`src/design/assert_macros.svh`:
```
// assertion macros shared by the decoder rtl
// no dependencies; expects i_clk and i_rst_n in the including module
`ifndef ASSERT_MACROS_SVH
`define ASSERT_MACROS_SVH

// checked only while out of reset
`define BFD_ASSERT(lbl, expr, msg) \
    lbl: assert property (@(posedge i_clk) disable iff (!i_rst_n) expr) else $error(msg);

// checked at every edge, reset included
`define BFD_ASSERT_ALWAYS(lbl, expr, msg) \
    lbl: assert property (@(posedge i_clk) expr) else $error(msg);

`endif

```
`src/design/bfd_pkg.sv`:
```
// shared types and constants for the battery frame decoder
// no dependencies
package bfd_pkg;

    localparam int FRAME_LENGTH_DEF = 13;
    // bytes 0..11 are the only ones decoding looks at
    localparam int DECODE_BYTES     = 12;

    localparam logic [7:0]  START_BYTE    = 8'hA5;
    localparam logic [7:0]  SECOND_BYTE   = 8'h01;
    localparam logic [7:0]  TYPE_STATUS   = 8'h90;
    localparam logic [7:0]  TYPE_CAPACITY = 8'h93;
    localparam logic [15:0] CURRENT_BIAS  = 16'd30000;

    localparam logic [15:0] DEF_CHARGE = 16'd100;
    localparam logic [7:0]  DEF_FET    = 8'd1;

    typedef enum logic [1:0] {
        KIND_STATUS   = 2'd0,
        KIND_CAPACITY = 2'd1,
        KIND_OTHER    = 2'd2
    } t_kind;

    typedef logic [DECODE_BYTES-1:0][7:0] t_frame;

    typedef struct packed {
        logic [7:0]         discharge_fet;
        logic [7:0]         charge_fet;
        logic [23:0]        remaining_capacity;
        logic [15:0]        charge_tenths;
        logic signed [15:0] current_tenths;
        logic [15:0]        voltage_tenths;
        t_kind              frame_kind;
    } t_result;

endpackage

```
`src/design/bfd_decode.sv`:
```
// frame decode: maps the buffered frame bytes to one result by type byte
// depends on bfd_pkg
module bfd_decode (
    input  bfd_pkg::t_frame  i_frame,
    output bfd_pkg::t_result o_result
);
    import bfd_pkg::*;

    logic [15:0] raw_current;

    assign raw_current = {i_frame[8], i_frame[9]};

    always_comb begin
        o_result.frame_kind         = KIND_OTHER;
        o_result.voltage_tenths     = '0;
        o_result.current_tenths     = '0;
        o_result.charge_tenths      = DEF_CHARGE;
        o_result.remaining_capacity = '0;
        o_result.charge_fet         = DEF_FET;
        o_result.discharge_fet      = DEF_FET;
        case (i_frame[2])
            TYPE_STATUS: begin
                o_result.frame_kind     = KIND_STATUS;
                o_result.voltage_tenths = {i_frame[4], i_frame[5]};
                // wraps modulo 2^16, read back as two's complement
                o_result.current_tenths = $signed(16'(CURRENT_BIAS - raw_current));
                o_result.charge_tenths  = {i_frame[10], i_frame[11]};
            end
            TYPE_CAPACITY: begin
                o_result.frame_kind         = KIND_CAPACITY;
                o_result.remaining_capacity = {i_frame[9], i_frame[10], i_frame[11]};
                o_result.charge_fet         = i_frame[5];
                o_result.discharge_fet      = i_frame[6];
            end
            default: begin
                o_result.frame_kind = KIND_OTHER;
            end
        endcase
    end

endmodule

```
`src/design/battery_frame_decoder_core.sv`:
```
// battery management unit frame decoder, top level
// depends on bfd_pkg, bfd_decode and assert_macros.svh
//
//  channel   dir  request contents
//  s_axis    in   tdata[7:0] rx_byte
//  m_axis    out  tuser[1:0] frame_kind; tdata[87:0] voltage, current, charge,
//                 remaining capacity, charge fet, discharge fet
//
// one byte is taken every cycle while s_axis is valid and ready; the byte counter and frame buffer update in that cycle
// the last byte of a frame is decoded the same cycle and its result is registered,
// so a result appears in the cycle after the closing byte is accepted
// s_axis stalls only while a result sits in the output register and m_axis is not ready
// synchronous active-low reset clears the byte counter and the output valid
`include "assert_macros.svh"

module battery_frame_decoder_core #(
    parameter int FRAME_LENGTH = bfd_pkg::FRAME_LENGTH_DEF
) (
    input  logic                       i_clk,
    input  logic                       i_rst_n,
    input  logic                       i_s_axis_tvalid,
    output logic                       o_s_axis_tready,
    input  logic [7:0]                 i_s_axis_tdata,   // [7:0] rx_byte
    output logic                       o_m_axis_tvalid,
    input  logic                       i_m_axis_tready,
    output logic [87:0]                o_m_axis_tdata,   // [15:0] voltage_tenths,
                                                         // [31:16] current_tenths,
                                                         // [47:32] charge_tenths,
                                                         // [71:48] remaining_capacity,
                                                         // [79:72] charge_fet,
                                                         // [87:80] discharge_fet
    output logic [1:0]                 o_m_axis_tuser    // [1:0] frame_kind
);
    import bfd_pkg::*;

    localparam int          CNT_W    = $clog2(FRAME_LENGTH);
    localparam logic [CNT_W-1:0] LAST_POS = CNT_W'(FRAME_LENGTH - 1);

    logic [CNT_W-1:0] r_count, n_count;
    logic [7:0]       r_buf [DECODE_BYTES];
    logic             r_m_valid;
    t_result          r_result;

    logic    accept;
    logic    keep_byte;
    logic    emit;
    t_frame  frame_view;
    t_result dec_result;

    assign o_s_axis_tready = !r_m_valid || i_m_axis_tready;
    assign accept          = i_s_axis_tvalid && o_s_axis_tready;

    always_comb begin
        n_count   = r_count;
        keep_byte = 1'b0;
        emit      = 1'b0;
        if (accept) begin
            if (r_count == '0 && i_s_axis_tdata != START_BYTE) begin
                n_count = '0;
            end else if (r_count == CNT_W'(1) && i_s_axis_tdata != SECOND_BYTE) begin
                // bad second byte drops the frame and is not retried as a start
                n_count = '0;
            end else begin
                keep_byte = 1'b1;
                if (r_count == LAST_POS) begin
                    emit    = 1'b1;
                    n_count = '0;
                end else begin
                    n_count = r_count + CNT_W'(1);
                end
            end
        end
    end

    always_ff @(posedge i_clk) begin
        if (!i_rst_n) begin
            r_count <= '0;
        end else begin
            r_count <= n_count;
        end
    end

    // buffer entries, plus a bypass so a short frame can close on a decoded byte
    for (genvar gi = 0; gi < DECODE_BYTES; gi++) begin : g_buf
        always_ff @(posedge i_clk) begin
            if (keep_byte && r_count == CNT_W'(gi)) begin
                r_buf[gi] <= i_s_axis_tdata;
            end
        end
        assign frame_view[gi] = (r_count == CNT_W'(gi)) ? i_s_axis_tdata : r_buf[gi];
    end

    bfd_decode u_decode (
        .i_frame  (frame_view),
        .o_result (dec_result)
    );

    always_ff @(posedge i_clk) begin
        if (!i_rst_n) begin
            r_m_valid <= 1'b0;
        end else if (emit) begin
            r_m_valid <= 1'b1;
        end else if (i_m_axis_tready) begin
            r_m_valid <= 1'b0;
        end
    end

    always_ff @(posedge i_clk) begin
        if (emit) begin
            r_result <= dec_result;
        end
    end

    assign o_m_axis_tvalid = r_m_valid;
    assign o_m_axis_tuser  = r_result.frame_kind;
    assign o_m_axis_tdata  = {r_result.discharge_fet, r_result.charge_fet,
                              r_result.remaining_capacity, r_result.charge_tenths,
                              r_result.current_tenths, r_result.voltage_tenths};

    `BFD_ASSERT(a_emit_on_last, (r_m_valid && !$past(r_m_valid)) |-> $past(accept && r_count == LAST_POS), "result raised without a closing byte")
    `BFD_ASSERT(a_bad_second, (accept && r_count == CNT_W'(1) && i_s_axis_tdata != SECOND_BYTE) |=> (r_count == '0), "bad second byte did not drop the frame")
    `BFD_ASSERT(a_count_range, ({1'b0, r_count} <= {1'b0, LAST_POS}), "byte counter past frame end")
    `BFD_ASSERT_ALWAYS(a_reset_clear, !i_rst_n |=> (r_count == '0 && !r_m_valid), "reset did not clear control state")

endmodule
```
`config.mk`:
```
export PLATFORM = sky130hd
export DESIGN_NAME = battery_frame_decoder_core
export DESIGN_NICKNAME = d
export VERILOG_FILES = /design/src/design/bfd_pkg.sv /design/src/design/bfd_decode.sv /design/src/design/battery_frame_decoder_core.sv
export VERILOG_INCLUDE_DIRS = /design/src /design/src/design
export SDC_FILE = /design/constraint.sdc
export NUM_CORES = 1
export LEC_CHECK = 0
export ABC_AREA = 1
export BUFFER_PORTS_ARGS = -buffer_cell sky130_fd_sc_hd__buf_2
export CAP_MARGIN = 5
export CORE_MARGIN = 2
export CORE_UTILIZATION = 55
export DETAILED_ROUTE_END_ITERATION = 10
export PLACE_DENSITY = 0.87
export RECOVER_POWER = 50
export SETUP_SLACK_MARGIN = 0.2
export SLEW_MARGIN = 15
export SYNTH_ARGS = -nofsm -noshare
export SYNTH_HDL_FRONTEND = slang
export SYNTH_HIERARCHICAL = 1
export SYNTH_SLANG_ARGS = --single-unit
```
`constraint.sdc`:
```
create_clock -name i_clk -period 10.46 [get_ports i_clk]
set_input_delay 2.092 -clock i_clk [delete_from_list [all_inputs] [get_ports i_clk]]
set_output_delay 2.092 -clock i_clk [all_outputs]
set_load 0.005 [all_outputs]
```
# ---- Word-level counts from Yosys, hierarchy flattened
# Memory sizes are Yosys's and may differ from the RTL's. A register that Yosys moved wholly into a read port is not among the register bits.
# Index checks and enable logic that the tools add are counted.
dict set report word_totals {
  reg_bits 87
  ram_bits 96
  input_bits 12
  output_inout_bits 92
  word_cells 136
  memories 1
}
dict set report op_classes {
  addsub 2
  n_eq_ne 16
  mux 77
  n_reduce_logical 32
}
# memory words width read_ports rd_ports_with_merged_regs write_ports line
set memory_table {}
lappend memory_table {r_buf 12 8 8 2 1 battery_frame_decoder_core.sv:40} ;# logic [7:0] r_buf [DECODE_BYTES];
# cell count
set ops {}
lappend ops {{8-bit two-way mux} 18}
lappend ops {{8-bit OR reduction} 11}
lappend ops {{4-bit two-way mux} 14}
lappend ops {{1-bit two-way mux} 44}
lappend ops {{4-bit == test (second input constant)} 5}
lappend ops {{4-bit by 3-bit == test with 1-bit output (second input constant)} 4}
lappend ops {{8-bit == test (second input constant)} 2}
lappend ops {{15-bit by 16-bit subtractor with 16-bit output (first input constant)} 1}
lappend ops {{1-bit logical AND} 15}
lappend ops {{4-bit by 2-bit == test with 1-bit output (second input constant)} 2}
lappend ops {{8-bit by 1-bit inequality test with 1-bit output (second input constant)} 1}
lappend ops {{8-bit inequality test (second input constant)} 1}
lappend ops {{4-bit by 1-bit adder with 4-bit output (second input constant)} 1}
lappend ops {{4-bit by 1-bit == test with 1-bit output (second input constant)} 1}
lappend ops {{4-bit zero test} 1}
lappend ops {{2-bit one-hot mux with 2 select lines} 1}
lappend ops {{1-bit zero test} 3}
lappend ops {{2-bit nonzero test} 1}
lappend ops {{1-bit logical OR} 1}

# ---- Longest topological paths before layout
dict set report logic_depth {
  ltp_word 20
  ltp_mapped 15
  depth_no_buf 15
}

# ---- Hierarchy
# Netlist, hierarchy kept.
# module instances cells_each area_each_um2 seq_area_each_um2
set by_module_without_submodules {}
lappend by_module_without_submodules {battery_frame_decoder_core 1 489 7190.6 5685.5}
lappend by_module_without_submodules {bfd_decode 1 247 1039.7 0.0}

# ---- Worst setup path before layout
# No wires, ideal clock.
dict set report synth_timing {
  path_kind {in2reg}
  startpoint {input port i_m_axis_tready}
  endpoint {register r_result, in the netlist o_m_axis_tdata[0], enable pin}
  setup_time_ns 0.539
  arrival_ns 6.178
  t_required_ns 9.921
  setup_slack_ns 3.743
  stages 4
  path_buffers 0
  path_cell_list {inv_1 -> a21oi_1 -> inv_1 -> nor2_1}
}
dict set report synth_via {
  elab_chain_len 3
}
# item line
set synth_lines {}
lappend synth_lines {{from (decl)} battery_frame_decoder_core.sv:25} ;# input logic i_m_axis_tready,
lappend synth_lines {{1-bit logical OR} battery_frame_decoder_core.sv:50} ;# assign o_s_axis_tready = !r_m_valid || i_m_axis_tready;
lappend synth_lines {{1-bit logical AND} battery_frame_decoder_core.sv:51} ;# assign accept = i_s_axis_tvalid && o_s_axis_tready;
lappend synth_lines {{1-bit two-way mux} battery_frame_decoder_core.sv:57} ;# if (accept) begin
lappend synth_lines {{named net emit} battery_frame_decoder_core.sv:46} ;# logic emit;
lappend synth_lines {{to (signal assigned)} battery_frame_decoder_core.sv:110} ;# r_result <= dec_result;
lappend synth_lines {{to (decl)} battery_frame_decoder_core.sv:42} ;# t_result r_result;
# The timed path passes the listed nets, and every way through them passes these cells.
# A chain may end at the register's enable or synchronous reset.

==> impl_metrics.tcl <==
set metrics [dict create \
    dp_cells 878 \
    io_pins 104 \
    cp-start-kind "primary input" \
    cts.reportedPaths.clkPinSlew_ns 0.06 \
    fin_skew_ns 0.00737 \
    hp-class "register to register" \
    utilization_pct 65.6 \
    fill_cells 919 \
    place_ws_ns 5.93 \
    first_iter_violations 681 \
    cts_setup_buffers 0 \
    layout_commonest_cell "edfxtp_1" \
    maxCapViolCount 1 \
    fmax_mhz 200 \
    cp_data_arrival_time_ns 5.25 \
    power_density_nw_per_um2 164 \
    cp_cell_sequence "clkbuf_1, inv_1, o21ai_0, nand3_1, nor2_1, inv_2, nor2_1" \
    final_cell_count_no_fill 909 \
    core_um2 12200 \
    cts_made_buffers 17 \
    cts_resized 0 \
    wirelength_mm 15.6 \
    synth_area_per_cell_um2 11.0 \
    cts_buffer_depth 2 \
    drive_gt1_share_pct 14.4 \
    num_vias 4966 \
    slowest_delay_ns 1.03 \
    grt_max_degree 91 \
    port_buffers 103 \
    rows 40 \
    leakagePower_nw 3.24 \
    hpwl_mm 10.3 \
    ys_warn_count 6 \
    crit_top_cell "nor2_1" \
    dr.pass1.iters 7 \
    critPathRequiredTime_ns 10.72 \
    outcome "complete, but fails checks" \
    drc 0 \
    grt_util_all_layers_pct 24.0 \
    synth_area_um2 6920 \
    die_h_um 116 \
    synth_fp_nets 647 \
    max_slew.worst_pin.slew_ns 1.85 \
    rsz0062_at_grt "false" \
    cpLargestDelayFamily "simple AND/OR/NAND/NOR gates" \
    layout_setup_ws_ns 5.46 \
    path_class "primary input to register" \
    antenna_found_initial 0 \
    path_buf_inv 3 \
    tritoncts "done" \
    fin_crit_sh_pct 47.8 \
    grt_pass1_wl_mm 24.1 \
    relSlewSlack_pct -23.4 \
    routabilityCongestion 0.907 \
    grt_pass1_vias 4775 \
    htreeDepth 4 \
    final_hold_viol_count 0 \
    maxSlewViolCount 41 \
    clkSinkCount 159 \
    postRouteAntennaNets 0 \
    die_w_um 116 \
    worstPathMaxFanout 32 \
    post_drt_wl_per_cell_um 17.2 \
    endpoint_kind "register" \
    die_area_um2 13500 \
    violations "capacitance limit, slew limit" \
    worstSkewPairLatency_ns 0.43 \
    overflow 0 \
    fin_setup_tns_ns 0 \
    ir_worst_vdd_mv 0.100 \
    period_needed_ns 5.00 \
    initial_utilization_pct 56.9 \
    antenna_cells 0 \
    setup_viol 0 \
    hold_buffers 0 \
    root_buffer "clkbuf_16" \
    final_cell_mix "edfxtp_1, nand2_1, nor2_1, inv_1, clkbuf_1" \
    slowest_stage "nor2_1" \
    final_nets 746 \
    routed_via_density 5.46 \
    syn2layout_area_growth_pct 15.4 \
    netlist_instances 630 \
]
flip-flops by register name (all words and copies together), names as in the netlist:
name / count
o_m_axis_tvalid: 1
o_m_axis_tuser: 2
r_buf: 64
o_m_axis_tdata: 88
r_count: 4
path summary, 6_finish.rpt:
path	startpoint	slack [ns]	depth (start not counted)	to
min	r_count[1]	0.53	2	r_count[1]
max reg2reg	r_count[0]	6.70	9	o_m_axis_tdata[32]
min reg2reg	r_count[1]	0.53	2	r_count[1]
max	i_s_axis_tdata[7]	5.46	7	o_m_axis_tdata[32]
tightest hold or removal path, delay by kind of cell, from the launching register on:
kind	cells	cell delay (ns)
compound gates	1	0.06
flops	1	0.35
simple gates	1	0.08
where the power goes:
part	total (mW)	internal, mW	switching, mW
clock network	0.599	0.371	0.228
logic	0.0143	0.00183	0.0125
registers	0.692	0.692	0.0000113
total	1.31	1.06	0.241
layer usage:
metal | vias to the layer above | GRT usage, % | part of all wire [%] | wire (µm)
met1 | 2346 | 31.1 | 40 | 6220
met2 | 289 | 39.2 | 49 | 7670
li1 | 2282 | - | - | -
met4 | 0 | 11.2 | 3.0 | 476
met5 | - | 0 | 0 | 0
met3 | 49 | 5.29 | 8.0 | 1250
stage by stage:
step | area [µm²] | hold WS (ns) | total power [mW]
3_5_place_dp | 7510 | 0.529 | 0.719
6_report | 7980 | 0.533 | 1.31
3_3_place_gp | 7510 | 0.505 | 0.719
5_1_grt | 7980 | 0.574 | 1.33
2_1_floorplan | 6920 | 0.488 | 0.711
4_1_cts | 8070 | 0.538 | 1.31
final cells by class:
type | count | area, µm² | area share (%)
clock buffers | 23 | 448 | 5.61
clock inverters | 8 | 115 | 1.44
inverters | 86 | 328 | 4.11
multi-input cells | 360 | 1700 | 21.3
well taps | 168 | 210 | 2.63
flip-flops and latches | 159 | 4720 | 59.2
repair buffers | 105 | 457 | 5.72
Power figures use the tool's default switching activity.
